$ cat config.mk
export PLATFORM = sky130hd
export DESIGN_NAME = mwf_cell
export DESIGN_NICKNAME = d
export VERILOG_FILES = /design/src/rtl/mwf_pkg.sv /design/src/rtl/mwf_cell.sv
export SDC_FILE = /design/constraint.sdc
export NUM_CORES = 1
export LEC_CHECK = 0
export CAP_MARGIN = 5
export CORE_MARGIN = 1
export CORE_UTILIZATION = 45
export DETAILED_ROUTE_END_ITERATION = 10
export DONT_BUFFER_PORTS = 1
export GPL_TIMING_DRIVEN = 0
export PLACE_DENSITY = 0.68
export SLEW_MARGIN = 25
export SYNTH_ARGS = -nofsm -noshare
export SYNTH_HDL_FRONTEND = slang
export SYNTH_SLANG_ARGS = --single-unit
export TNS_END_PERCENT = 30
$ cat constraint.sdc
create_clock -name clk -period 13.75 [get_ports clk]
set_clock_uncertainty 0.2 [all_clocks]
set_input_delay 0 -clock clk [delete_from_list [all_inputs] [get_ports clk]]
set_output_delay 0 -clock clk [all_outputs]
set_load 0.01 [all_outputs]
$ cat src/rtl/mwf_pkg.sv
`timescale 1ns / 1ps

package mwf_pkg;

  // window side limit set by the 25-entry mask
  localparam int WIN_LIM   = 5;
  localparam int MASK_BITS = 8 * WIN_LIM * WIN_LIM;
  localparam int CFG_AW    = 3;
  localparam int CFG_DW    = 64;

  // default build limits of the top level
  localparam int DEF_MAX_RADIUS = 2;
  localparam int DEF_MAX_COLS   = 1024;
  localparam int DEF_MAX_ROWS   = 1024;

  localparam logic [CFG_AW-1:0] REG_COLS   = 3'd0;
  localparam logic [CFG_AW-1:0] REG_ROWS   = 3'd1;
  localparam logic [CFG_AW-1:0] REG_MODE   = 3'd2;
  localparam logic [CFG_AW-1:0] REG_RADIUS = 3'd3;
  localparam logic [CFG_AW-1:0] REG_MASK0  = 3'd4;
  localparam logic [CFG_AW-1:0] REG_MASK1  = 3'd5;
  localparam logic [CFG_AW-1:0] REG_MASK2  = 3'd6;
  localparam logic [CFG_AW-1:0] REG_MASK3  = 3'd7;

  localparam logic [1:0] MODE_BIN_DIL  = 2'd0;
  localparam logic [1:0] MODE_GRAY_DIL = 2'd1;
  localparam logic [1:0] MODE_BIN_ERO  = 2'd2;
  localparam logic [1:0] MODE_GRAY_ERO = 2'd3;

  localparam logic CMD_PIXEL = 1'b0;
  localparam logic CMD_FLUSH = 1'b1;

  localparam logic [7:0] PIX_MAX = 8'd255;

  typedef struct packed {
    logic       cmd;
    logic [7:0] pixel_value;
  } in_t;

  typedef struct packed {
    logic [7:0] out_pixel;
    logic       out_last;
  } out_t;

  typedef struct packed {
    logic               emit;
    logic               last;
    logic [1:0]         mode;
    logic [1:0]         radius;
    logic [WIN_LIM-1:0] rowv;
    logic [WIN_LIM-1:0] colv;
  } ctl_t;

  function automatic logic is_erosion(input logic [1:0] mode);
    return (mode == MODE_BIN_ERO) || (mode == MODE_GRAY_ERO);
  endfunction

  // one window entry's contribution; out-of-image entries give the neutral value
  function automatic logic [8:0] term(input logic [1:0] mode, input logic vld,
                                      input logic [7:0] pix, input logic [7:0] m);
    logic [8:0] t;
    t = 9'd0;
    case (mode)
      MODE_BIN_DIL:  t = (vld && pix == 8'd1 && m == 8'd1) ? 9'd1 : 9'd0;
      MODE_GRAY_DIL: t = vld ? ({1'b0, pix} + {1'b0, m}) : 9'd0;
      MODE_BIN_ERO:  t = (vld && pix == 8'd0 && m == 8'd1) ? 9'd0 : 9'd1;
      default: begin
        if (!vld) t = {1'b0, PIX_MAX};
        else if (pix < m) t = 9'd0;
        else t = {1'b0, pix - m};
      end
    endcase
    return t;
  endfunction

  function automatic logic [8:0] combine(input logic [1:0] mode, input logic [8:0] a,
                                         input logic [8:0] b);
    if (is_erosion(mode)) return (b < a) ? b : a;
    return (b > a) ? b : a;
  endfunction

  // mask entry under window row k, window column m (both counted back from newest)
  function automatic logic [7:0] mask_at(input logic [MASK_BITS-1:0] mask,
                                         input logic [1:0] radius, input int k, input int m);
    int side;
    int idx;
    side = 2 * int'(radius) + 1;
    if (k >= side || m >= side) return 8'd0;
    idx = (side - 1 - k) * side + (side - 1 - m);
    return mask[idx*8 +: 8];
  endfunction

endpackage

$ cat src/rtl/mwf_cell.sv
`timescale 1ns / 1ps

module mwf_cell #(
  parameter int WIN      = 5,
  parameter int CELL_IDX = 0
) (
  input  logic                           clk,
  input  logic                           shift_en,
  input  logic                           calc_en,
  input  logic [WIN-1:0][7:0]            col_in,
  output logic [WIN-1:0][7:0]            col_out,
  input  mwf_pkg::ctl_t                  ctl,
  input  logic [mwf_pkg::MASK_BITS-1:0]  mask,
  output logic [8:0]                     part
);

  logic [WIN-1:0][7:0] col_r;
  logic [8:0]          part_r;
  logic [8:0]          part_nxt;

  always_ff @(posedge clk) begin
    if (shift_en) col_r <= col_in;
  end

  // column reduction over the window rows held in this cell
  always_comb begin
    part_nxt = mwf_pkg::term(ctl.mode, ctl.rowv[0] && ctl.colv[CELL_IDX], col_r[0],
                             mwf_pkg::mask_at(mask, ctl.radius, 0, CELL_IDX));
    for (int k = 1; k < WIN; k++) begin
      part_nxt = mwf_pkg::combine(ctl.mode, part_nxt,
                   mwf_pkg::term(ctl.mode, ctl.rowv[k] && ctl.colv[CELL_IDX], col_r[k],
                                 mwf_pkg::mask_at(mask, ctl.radius, k, CELL_IDX)));
    end
  end

  always_ff @(posedge clk) begin
    if (calc_en) part_r <= part_nxt;
  end

  assign col_out = col_r;
  assign part    = part_r;

endmodule

==> impl_results.md, run 1 <==
- Vias per inst: 6.38
- Worst Path Class, Setup: in2reg
- Storage element area: 1470 um2
- Final #Nets: 1620
- Placed cell areas: 10200 um2
- RSZ-0062 raised after global routing: false
- Setup crit end kind: flop
- Clock buffer depth: 2
- Post-CTS setup buffers: 0
- Worst path slowest cell: or4_1
- Port-buffer cells: 0
- Clk root buf: clkbuf_16
- CP most frequent cell: ha_1
- Cell Pwr Density: 89.2 nW/um2
- Clock transition at path regs: 0.07 ns
- CTS tree: yes
- Synthesis-stage register bit count: 49
- Hold WC Path Type: in2reg
- Sum Neg Setup Slack: 0 ns
- Critical Path AT: 12.88 ns
- Area grow syn2layout: 10.4%
- Wire per inst: 22.3 um
- Most frequent cell after synthesis: ha_1
- Synth Flop Type: edfxtp_1
- Max VDD drop: 0.0000497 V
- Latest clock arrival within the worst-skew pair: 0.31 ns
- Mapped Area: 9880 um2
- Drt drc: 0
- Placer Congestion: 0.937
- Starting density of the core: 46.4%
- CTS H-tree depth: 2
- Die area: 22500 um2
- Post-synth ARST share: 0%
- Final instance area: 10900 um2
- Area contributors post-synth: ha_1, edfxtp_1, mux4_2
- Internal power: 0.532 mW
- Total gr overflow: 0
- Buf+Inv Stages, Crit Path: 11
- Avg Cell Area, Syn: 8.47 um2
- First-pass iteration count of the detailed router: 5
- Multi-input gate area: 7860 um2
- Max Fclk: 77.0 MHz
- Clock power share: 14.9%
- Synth area leader: ha_1
- Antenna violations before repair: 3
- Startpoint Class: primary input
- Register share of total power: 22.3%
- HPWL Detailed: 27400 um
- Global-route wire length before repair: 50600 um
- Setup WS pre-CTS: -0.905 ns
- Most common library cells after synthesis: ha_1, inv_1, nor2_1
- Sw Ratio: 45.2%
- ANT nets after route: 0
- Synth top area share: 17.1%
- Distinct cell type count after synthesis: 86
- Pins Over Slew Limit: 0
- Die height: 150 um
- Sw power: 0.440 mW
- Setup violations, final: 0
- Tmin final: 12.99 ns
- Final WS setup: 0.758 ns
- Die W: 150 um
- Critical Path RT: 13.64 ns
- Slew margin rel.: 31.9%
- Syn Nets: 1570
- Syn. warnings: 0
- Hold Vio Cnt, Final: 0
- Final WL: 33400 um
- Final core occ: 51.2%
- Fillers: 2010
- Io pins: 308
- Comb pwr share: 62.9%
- Cells after Synth: 1166
- Via count: 9538
- All-Layer GR Usage: 29.5%
- CTS sink count: 49
- FP Rows: 53
- EDFF count, synth: 49
- CP peak stage delay: 0.47 ns
- Worst path top cell family by delay: compound AO/OA/AOI/OAI gates
- Worst slew pin tran: 1.02 ns
- Number of CTS-inserted buffers: 5
- CP Max Fanout: 10
- Pleak: 4.63 nW
- Core Area: 21300 um2
- Fraction of layout cells with a size suffix above 1: 7.64%
- Initial DRC count: 786
- Sequential area share after synthesis: 14.9%
- Vias in the first global route: 9024
- Status: finished clean
- Largest net degree at the start of global routing: 41
- Ratio of final minimum period to clock period: 94.5%
- Max Cap Violations: 0
==> area by class of cell <==
class / count / area share, %
clock inverters: 2 / 0.310
diodes: 2 / 0.0459
plain buffers: 40 / 1.81
well taps: 275 / 3.16
flip-flops and latches: 49 / 13.5
multi-input cells: 964 / 72.1
inverters: 113 / 3.89
clock buffers: 6 / 1.18
repair buffers: 43 / 4.04
==> placed cells by master, fill, tap and decap left out, drive strengths merged, types with 6 or more instances in the layout <==
| cell | n |
|---|---|
| nor3 | 26 |
| nor2 | 86 |
| clkbuf | 30 |
| o221ai | 7 |
| buf | 17 |
| ha | 135 |
| edfxtp | 49 |
| a2111oi | 6 |
| or4 | 7 |
| fa | 10 |
| or2 | 10 |
| nand3 | 26 |
| a211oi | 10 |
| a211o | 7 |
| mux4 | 36 |
| inv | 112 |
| nand4 | 14 |
| a21oi | 79 |
| nand2b | 29 |
| nor2b | 17 |
| and3 | 11 |
| nor4 | 14 |
| a21o | 20 |
| and2 | 11 |
| o21ai | 66 |
| xor2 | 7 |
| mux2i | 59 |
| dlygate4sd3 | 42 |
| or3 | 14 |
| mux2 | 8 |
| nand2 | 70 |
| a31oi | 7 |
| xnor2 | 19 |
| o211ai | 23 |
| a221o | 6 |
| o21a | 26 |
| o31ai | 9 |
| o21bai | 14 |
==> final timing paths <==
path | cells after the start | end | startpoint | slack [ns]
worst max-delay path | 54 | part[6] | ctl[10] | 0.76
worst min-delay path | 1 | col_out[16] | col_in[16] | 0.12
worst max register to register | 45 | part[6] | col_out[0] | 2.39
worst min register to register | 4 | part[8] | col_out[39] | 1.04
==> what timing repair did <==
item                                    4_1_cts  5_1_grt
hold buffers                                 43        0
endpoints found under the hold margin        89        0
gates resized for setup                       4       15
endpoints found under the setup margin        9        9
==> stage by stage <==
| stage | total power, mW | std cells | hold WS, ns |
|---|---|---|---|
| floorplan | 0.656 | 1166 | -0.101 |
| global placement | 0.786 | 1441 | -0.101 |
| detailed placement | 0.792 | 1441 | -0.101 |
| CTS | 0.956 | 1492 | 0.109 |
| global route | 1.04 | 1494 | 0.113 |
| finish | 0.972 | 1494 | 0.119 |
==> state kept, by name (all words and copies together), names as in the netlist <==
register and flops:
col_out 40, part 9
==> metal layers <==
metal | GRT usage [%] | routed length [um] | up-vias
li1 | - | - | 4512
met3 | 5.39 | 2820 | 47
met2 | 50.6 | 16300 | 445
met5 | 0 | 8 | -
met4 | 8.08 | 759 | 2
met1 | 37.7 | 13500 | 4532
==> cells by family after synthesis <==
group                      after synthesis  share of synthesized area, %
adders and majority gates              145                          19.1
xor gates and xnor gates                27                          3.08
buffers and inverters                  153                          6.25
muxes                                  103                          15.2
DFF                                     49                          14.9
AOI/OAI and AO/OA                      342                          23.6
and+or+nand+nor                        347                          17.8
==> power by group through the flow <==
| stage | Sequential, mW | Combinational, mW | Clock [mW] |
|---|---|---|---|
| after floorplan | 0.212 | 0.444 | 0 |
| after global placement | 0.219 | 0.567 | 0 |
| after detailed placement | 0.220 | 0.572 | 0 |
| after CTS | 0.216 | 0.593 | 0.147 |
| after global routing | 0.219 | 0.670 | 0.151 |
| final | 0.216 | 0.611 | 0.145 |
==> worst reg2reg max path: cells and delay by family (launching register included) <==
family          cells  cell delay (ns)
compound gates     23             5.07
fa+ha+maj           6             1.85
mux                 4             1.58
simple gates        6             1.08
buf+inv             5             0.73
flops               1             0.51
xor+xnor            1             0.13
No activity file was read; power rests on OpenSTA's default activity.
==> run 2, diff against run 1 <==
--- a/config.mk
+++ b/config.mk
@@ -5,6 +5,7 @@
 export SDC_FILE = /design/constraint.sdc
 export NUM_CORES = 1
 export LEC_CHECK = 0
+export ABC_AREA = 1
 export CAP_MARGIN = 5
 export CORE_MARGIN = 1
 export CORE_UTILIZATION = 45
==> impl_results.md, run 2 <==
- HPWL Detailed: 27700 um (was 27400 um)
- RR Endpoint: part[5] (was part[6])
- Post-synth ARST share: 0% (unchanged)
- Compound-gate portion of the synthesized area: 17.4% (was 23.6%)
- Post-placement cell count: 1895 (was 1441)
- Post-synthesis mux area share: 0.101% (was 15.2%)
- Worst path slowest cell: fa_1 (was or4_1)
- Clock buffer depth: 2 (unchanged)
- CP most frequent cell: nand2_1 (was ha_1)
- Io pins: 308 (unchanged)
- Via count: 10.8k (was 9538)
- Cells after Synth: 1620 (was 1166)
- PnR Total Power: 1.02 mW (was 0.972 mW)
- Hold Vio Cnt, Final: 0 (unchanged)
- Crit path launch: ctl[10] (unchanged)
- Most common library cells after synthesis: nand2_1, inv_1, nor2_1 (was ha_1, inv_1, nor2_1)
- Area grow syn2layout: 9.75% (was 10.4%)
- CTS H-tree depth: 2 (unchanged)
- Drt drc: 0 (unchanged)
- Core Area: 21300 um2 (unchanged)
- Total gr overflow: 0 (unchanged)
- Most frequent cells in the layout: nand2_1, inv_1, nor2_1 (was ha_1, inv_1, nor2_1)
- Syn Nets: 2024 (was 1570)
- Antenna violations before repair: 1 (was 3)
- Sequential area share after synthesis: 14.9% (about the same)
- RSZ-0062 raised after global routing: false (unchanged)
- Tmin final: 12.20 ns (was 12.99 ns)
- Top routing layer used: met4 (was met5)
- Status: finished clean (unchanged)
- Xor-xnor portion of the synthesized cell area: 1.49% (was 3.08%)
- Max Fclk: 82.0 MHz (was 77.0 MHz)
- WP depth: 82 (was 54)
- Sw Ratio: 51.0% (was 45.2%)
- Placer Congestion: 1.00 (was 0.937)
- Max VDD drop: 0.0000566 V (was 0.0000497 V)
- Finished Layout Cells: 1946 (was 1494)
- Ratio of final minimum period to clock period: 88.7% (was 94.5%)
- Sw power: 0.519 mW (was 0.440 mW)
- CP endpoint: part[5] (was part[6])
- Mapped Area: 9900 um2 (was 9880 um2)
- Clk root buf: clkbuf_16 (unchanged)
- Clock transition at path regs: 0.09 ns (was 0.07 ns)
- Synth area leader: ha_1 (unchanged)
- Setup crit end kind: flop (unchanged)
- Synth top area share: 17.1% (about the same)
- Buf+Inv Stages, Crit Path: 13 (was 11)
- Hold WC Path Type: in2reg (unchanged)
- Fillers: 2187 (was 2010)
- Avg Cell Area, Syn: 6.11 um2 (was 8.47 um2)
- Wire per inst: 17.3 um (was 22.3 um)
- Fraction of layout cells with a size suffix above 1: 5.57% (was 7.64%)
- Area contributors post-synth: ha_1, nand2_1, edfxtp_1 (was ha_1, edfxtp_1, mux4_2)
- Startpoint Class: primary input (unchanged)
- All-Layer GR Usage: 29.7% (was 29.5%)
- First-pass iteration count of the detailed router: 6 (was 5)
- Clock power share: 15.1% (was 14.9%)
- Vias per inst: 5.54 (was 6.38)
- Worst Path Class, Setup: in2reg (unchanged)
- CTS sink count: 49 (unchanged)
- Syn. warnings: 0 (unchanged)
- Internal power: 0.499 mW (was 0.532 mW)
- Simple-gate portion of the synthesized area: 35.6% (was 17.8%)
- Register share of total power: 21.9% (was 22.3%)
- Commonest non-fill, non-tap cell in the layout: nand2_1 (was ha_1)
- Port-buffer cells: 0 (unchanged)
- Wl on met1: 14300 um (was 13500 um)
- Number of CTS-inserted buffers: 5 (unchanged)
- Die area: 22600 um2 (was 22500 um2)
- Synthesis-stage register bit count: 49 (unchanged)
- Slew margin rel.: 53.9% (was 31.9%)
- Final WS setup: 1.55 ns (was 0.758 ns)
- Sum Neg Setup Slack: 0 ns (unchanged)
- Storage element area: 1470 um2 (unchanged)
- Placed cell areas: 10200 um2 (about the same)
- Die W: 150 um (about the same)
- Comb pwr share: 62.9% (about the same)
- CP peak stage delay: 0.41 ns (was 0.47 ns)
- Critical Path RT: 13.61 ns (was 13.64 ns)
- RR Startpoint: col_out[0] (unchanged)
- Starting density of the core: 46.5% (was 46.4%)
- Cell Pwr Density: 93.7 nW/um2 (was 89.2 nW/um2)
- Critical Path AT: 12.07 ns (was 12.88 ns)
- Final WL: 33600 um (was 33400 um)
- Reg2Reg Depth: 70 (was 45)
- ANT nets after route: 0 (unchanged)
- Worst path top cell family by delay: simple AND/OR/NAND/NOR gates (was compound AO/OA/AOI/OAI gates)
- Multi-input gate area: 7300 um2 (was 7860 um2)
- Latest clock arrival within the worst-skew pair: 0.32 ns (was 0.31 ns)
- Global-route wire length before repair: 52400 um (was 50600 um)
- Final instance area: 10900 um2 (about the same)
- EDFF count, synth: 49 (unchanged)
- Die height: 150 um (about the same)
- FP Rows: 53 (unchanged)
- Initial DRC count: 861 (was 786)
- Vias in the first global route: 10.1k (was 9024)
- Max Cap Violations: 0 (unchanged)
- Worst slew pin tran: 0.689 ns (was 1.02 ns)
- Pleak: 5.69 nW (was 4.63 nW)
- Max reg flops: 40 (unchanged)
- Final #Nets: 2073 (was 1620)
- CTS tree: yes (unchanged)
- Distinct cell type count after synthesis: 57 (was 86)
- Met3 wire len: 2870 um (was 2820 um)
- Synth Flop Type: edfxtp_1 (unchanged)
- Most frequent cell after synthesis: nand2_1 (was ha_1)
- Reg-to-reg slack, setup: 2.79 ns (was 2.39 ns)
- Setup WS pre-CTS: 0.865 ns (was -0.905 ns)
- Largest net degree at the start of global routing: 41 (unchanged)
- Setup violations, final: 0 (unchanged)
- Final core occ: 51.0% (was 51.2%)
- Pins Over Slew Limit: 0 (unchanged)
- CP Max Fanout: 13 (was 10)
- Post-Synth Adder-Cell Area: 19.1% (about the same)
- Final hold slack: 0.101 ns (was 0.119 ns)
- Largest family of logic cells by synthesized area: simple AND/OR/NAND/NOR gates (was compound AO/OA/AOI/OAI gates)
- Met2 wire len: 15700 um (was 16300 um)
-- run 2: power groups by stage --
stage          Combinational (mW)  Clock, mW  Sequential, mW
2_1_floorplan               0.473          0           0.218
3_3_place_gp                0.606          0           0.227
3_5_place_dp                0.613          0           0.228
4_1_cts                     0.630      0.157           0.224
5_1_grt                     0.731      0.161           0.226
6_report                    0.641      0.154           0.223
-- run 2: cell families after synthesis --
| family | count (synthesis) |
|---|---|
| xor gates and xnor gates | 16 |
| AOI/OAI and AO/OA | 308 |
| muxes | 1 |
| DFF | 49 |
| buffers and inverters | 287 |
| adders and majority gates | 145 |
| and+or+nand+nor | 814 |
-- run 2: how the worst min path moves through the flow --
| stage | startpoint | to | depth (start not counted) |
|---|---|---|---|
| floorplan | col_in[0] | col_out[0] | 0 |
| global placement | col_in[14] | col_out[14] | 0 |
| detailed placement | col_in[14] | col_out[14] | 0 |
| CTS | col_in[27] | col_out[27] | 1 |
| global route | col_in[7] | col_out[7] | 1 |
| finish | col_in[32] | col_out[32] | 1 |
-- run 2: repair_timing --
action                                  in CTS  in global routing
gates resized for setup                      0                  2
hold buffers                                43                  0
endpoints found under the setup margin       0                  9
setup buffers                                0                  0
endpoints found under the hold margin       89                  0
-- run 2: per-layer routing --
metal | vias to the layer above | GRT usage (%)
li1 | 5404 | -
met1 | 4889 | 38.3
met2 | 446 | 50.3
met3 | 38 | 5.27
met4 | 0 | 8.48
met5 | - | 0
-- run 2: cell type report --
cell class	instances	area share (%)
clock inverters	3	0.426
flip-flops and latches	49	13.5
diodes	1	0.0230
multi-input cells	1284	67.2
repair buffers	43	4.12
plain buffers	39	1.85
well taps	275	3.17
inverters	247	8.53
clock buffers	5	1.15
==> run 3, diff against run 2 <==
--- a/config.mk
+++ b/config.mk
@@ -9,6 +9,7 @@
 export CAP_MARGIN = 5
 export CORE_MARGIN = 1
 export CORE_UTILIZATION = 45
+export CTS_BUF_LIST = sky130_fd_sc_hd__clkbuf_4
 export DETAILED_ROUTE_END_ITERATION = 10
 export DONT_BUFFER_PORTS = 1
 export GPL_TIMING_DRIVEN = 0
==> impl_results.md, run 3 (synthesis gave the netlist of run 2 again) <==
- Final core occ: 52.6% (was 51.0%)
- Worst slew pin tran: 0.682 ns (was 0.689 ns)
- CP peak stage delay: 0.41 ns (about the same)
- Sum Neg Setup Slack: 0 ns (unchanged)
- CTS tree: yes (unchanged)
- Final #Nets: 2115 (was 2073)
- First-pass iteration count of the detailed router: 7 (was 6)
- Setup crit end kind: flop (unchanged)
- RSZ-0062 raised after global routing: false (unchanged)
- Via count: 11.0k (was 10.8k)
- Most frequent cells in the layout: nand2_1, inv_1, nor2_1 (unchanged)
- Final instance area: 11200 um2 (was 10900 um2)
- Largest net degree at the start of global routing: 41 (unchanged)
- Cell Pwr Density: 87.0 nW/um2 (was 93.7 nW/um2)
- PnR Total Power: 0.974 mW (was 1.02 mW)
- Fillers: 2155 (was 2187)
- Number of CTS-inserted buffers: 5 (unchanged)
- Total gr overflow: 0 (unchanged)
- Hold WC Path Type: in2reg (unchanged)
- Worst path slowest cell: fa_1 (unchanged)
- Fraction of layout cells with a size suffix above 1: 5.43% (was 5.57%)
- CP most frequent cell: nand2_1 (unchanged)
- Initial DRC count: 842 (was 861)
- Placed cell areas: 10200 um2 (unchanged)
- Wire per inst: 17.2 um (was 17.3 um)
- Buf+Inv Stages, Crit Path: 14 (was 13)
- FP Rows: 53 (unchanged)
- Clock buffer depth: 2 (unchanged)
- HPWL Detailed: 27700 um (unchanged)
- Max reg flops: 40 (unchanged)
- Area grow syn2layout: 13.1% (was 9.75%)
- ANT nets after route: 0 (unchanged)
- Die W: 150 um (unchanged)
- Reg-to-reg slack, setup: 2.67 ns (was 2.79 ns)
- Setup violations, final: 0 (unchanged)
- Hold Vio Cnt, Final: 0 (unchanged)
- Worst Path Class, Setup: in2reg (unchanged)
- Multi-input gate area: 7300 um2 (unchanged)
- CP Max Fanout: 13 (unchanged)
- Io pins: 308 (unchanged)
- Met2 wire len: 16000 um (was 15700 um)
- Max Cap Violations: 0 (unchanged)
- CTS H-tree depth: 2 (unchanged)
- Tmin final: 12.21 ns (was 12.20 ns)
- Latest clock arrival within the worst-skew pair: 0.45 ns (was 0.32 ns)
- Max Fclk: 81.9 MHz (was 82.0 MHz)
- Port-buffer cells: 0 (unchanged)
- Startpoint Class: primary input (unchanged)
- Status: finished clean (unchanged)
- Post-CTS setup buffers: 0 (unchanged)
- Drt drc: 0 (unchanged)
- Critical Path RT: 13.75 ns (was 13.61 ns)
- Top routing layer used: met4 (unchanged)
- Global-route wire length before repair: 53300 um (was 52400 um)
- Die area: 22600 um2 (unchanged)
- Worst path top cell family by delay: simple AND/OR/NAND/NOR gates (unchanged)
- Antenna violations before repair: 2 (was 1)
- Clock transition at path regs: 0.16 ns (was 0.09 ns)
- Met3 wire len: 2780 um (was 2870 um)
- All-Layer GR Usage: 30.2% (was 29.7%)
- Commonest non-fill, non-tap cell in the layout: nand2_1 (unchanged)
- Clk root buf: clkbuf_4 (was clkbuf_16)
- Placer Congestion: 1.00 (unchanged)
- Vias per inst: 5.52 (was 5.54)
- Wl on met1: 14500 um (was 14300 um)
- Final WL: 34200 um (was 33600 um)
- CTS sink count: 49 (unchanged)
- Pleak: 5.82 nW (was 5.69 nW)
- Core Area: 21300 um2 (unchanged)
- Storage element area: 1470 um2 (unchanged)
- Starting density of the core: 46.5% (unchanged)
- Critical Path AT: 12.21 ns (was 12.07 ns)
- Max VDD drop: 0.0000491 V (was 0.0000566 V)
- Die height: 150 um (unchanged)
- Pins Over Slew Limit: 0 (unchanged)
- Vias in the first global route: 10.3k (was 10.1k)
- Ratio of final minimum period to clock period: 88.8% (was 88.7%)
- Slew margin rel.: 54.4% (was 53.9%)
[run 3: changes by cell type in the layout (fill, tap and decap cells not counted), sizes merged]
cell,previous run,this run
diode,1,2
dlygate4sd3,42,83
clkbuf,23,24
[run 3: final timing paths]
check	startpoint	endpoint	cells past startpoint
min	ctl[13]	part[0]	6
min reg2reg	col_out[31]	part[8]	5
max reg2reg	col_out[0]	part[5]	71
max	ctl[10]	part[5]	83
[run 3: routing by layer]
metal  vias to the layer above  GRT usage [%]
met4                         0           10.0
met2                       446           50.8
met3                        47           5.24
met5                         -              0
li1                       5491              -
met1                      4999           38.8
[run 3: report_power, final]
| group | leakage (nW) | internal [mW] | switching, mW |
|---|---|---|---|
| logic | 5.30 | 0.228 | 0.422 |
| clock network | 0.0414 | 0.0385 | 0.0621 |
| registers | 0.482 | 0.192 | 0.0311 |
| total | 5.82 | 0.459 | 0.515 |
[run 3: layout make-up]
type                       instances  area share [%]
sequential                        49            13.1
multi-input combinational       1284            65.2
tap                              275            3.07
clock inverter                     3           0.414
antenna                            2          0.0447
buffer                            40            1.83
clock buffer                       5           0.335
timing repair buffer              84            7.67
inverter                         247            8.28
[run 3: stage by stage]
step / cells / worst slack [ns] / hold WS, ns
CTS: 1987 / 1.30 / 0.00297
floorplan: 1620 / 3.26 / -0.101
finish: 1989 / 1.54 / 0.0183
detailed placement: 1895 / 0.865 / -0.101
global placement: 1895 / 1.02 / -0.101
global route: 1989 / 0.0839 / 0.0421
[run 3: worst register-to-register path, delay by kind of cell, from the launching register on]
kind                       cells  cell delay [ns]
and+or+nand+nor               34             3.17
adders and majority gates      6             1.74
AOI/OAI and AO/OA             19             2.95
xor gates and xnor gates       2             0.51
buffers and inverters         10             1.72
DFF                            1             0.56
[run 3: what timing repair did]
item | 4_1_cts | 5_1_grt
resized for setup | 0 | 2
endpoints found under the hold margin | 90 | 0
hold buffers | 84 | 0
endpoints found under the setup margin | 0 | 9
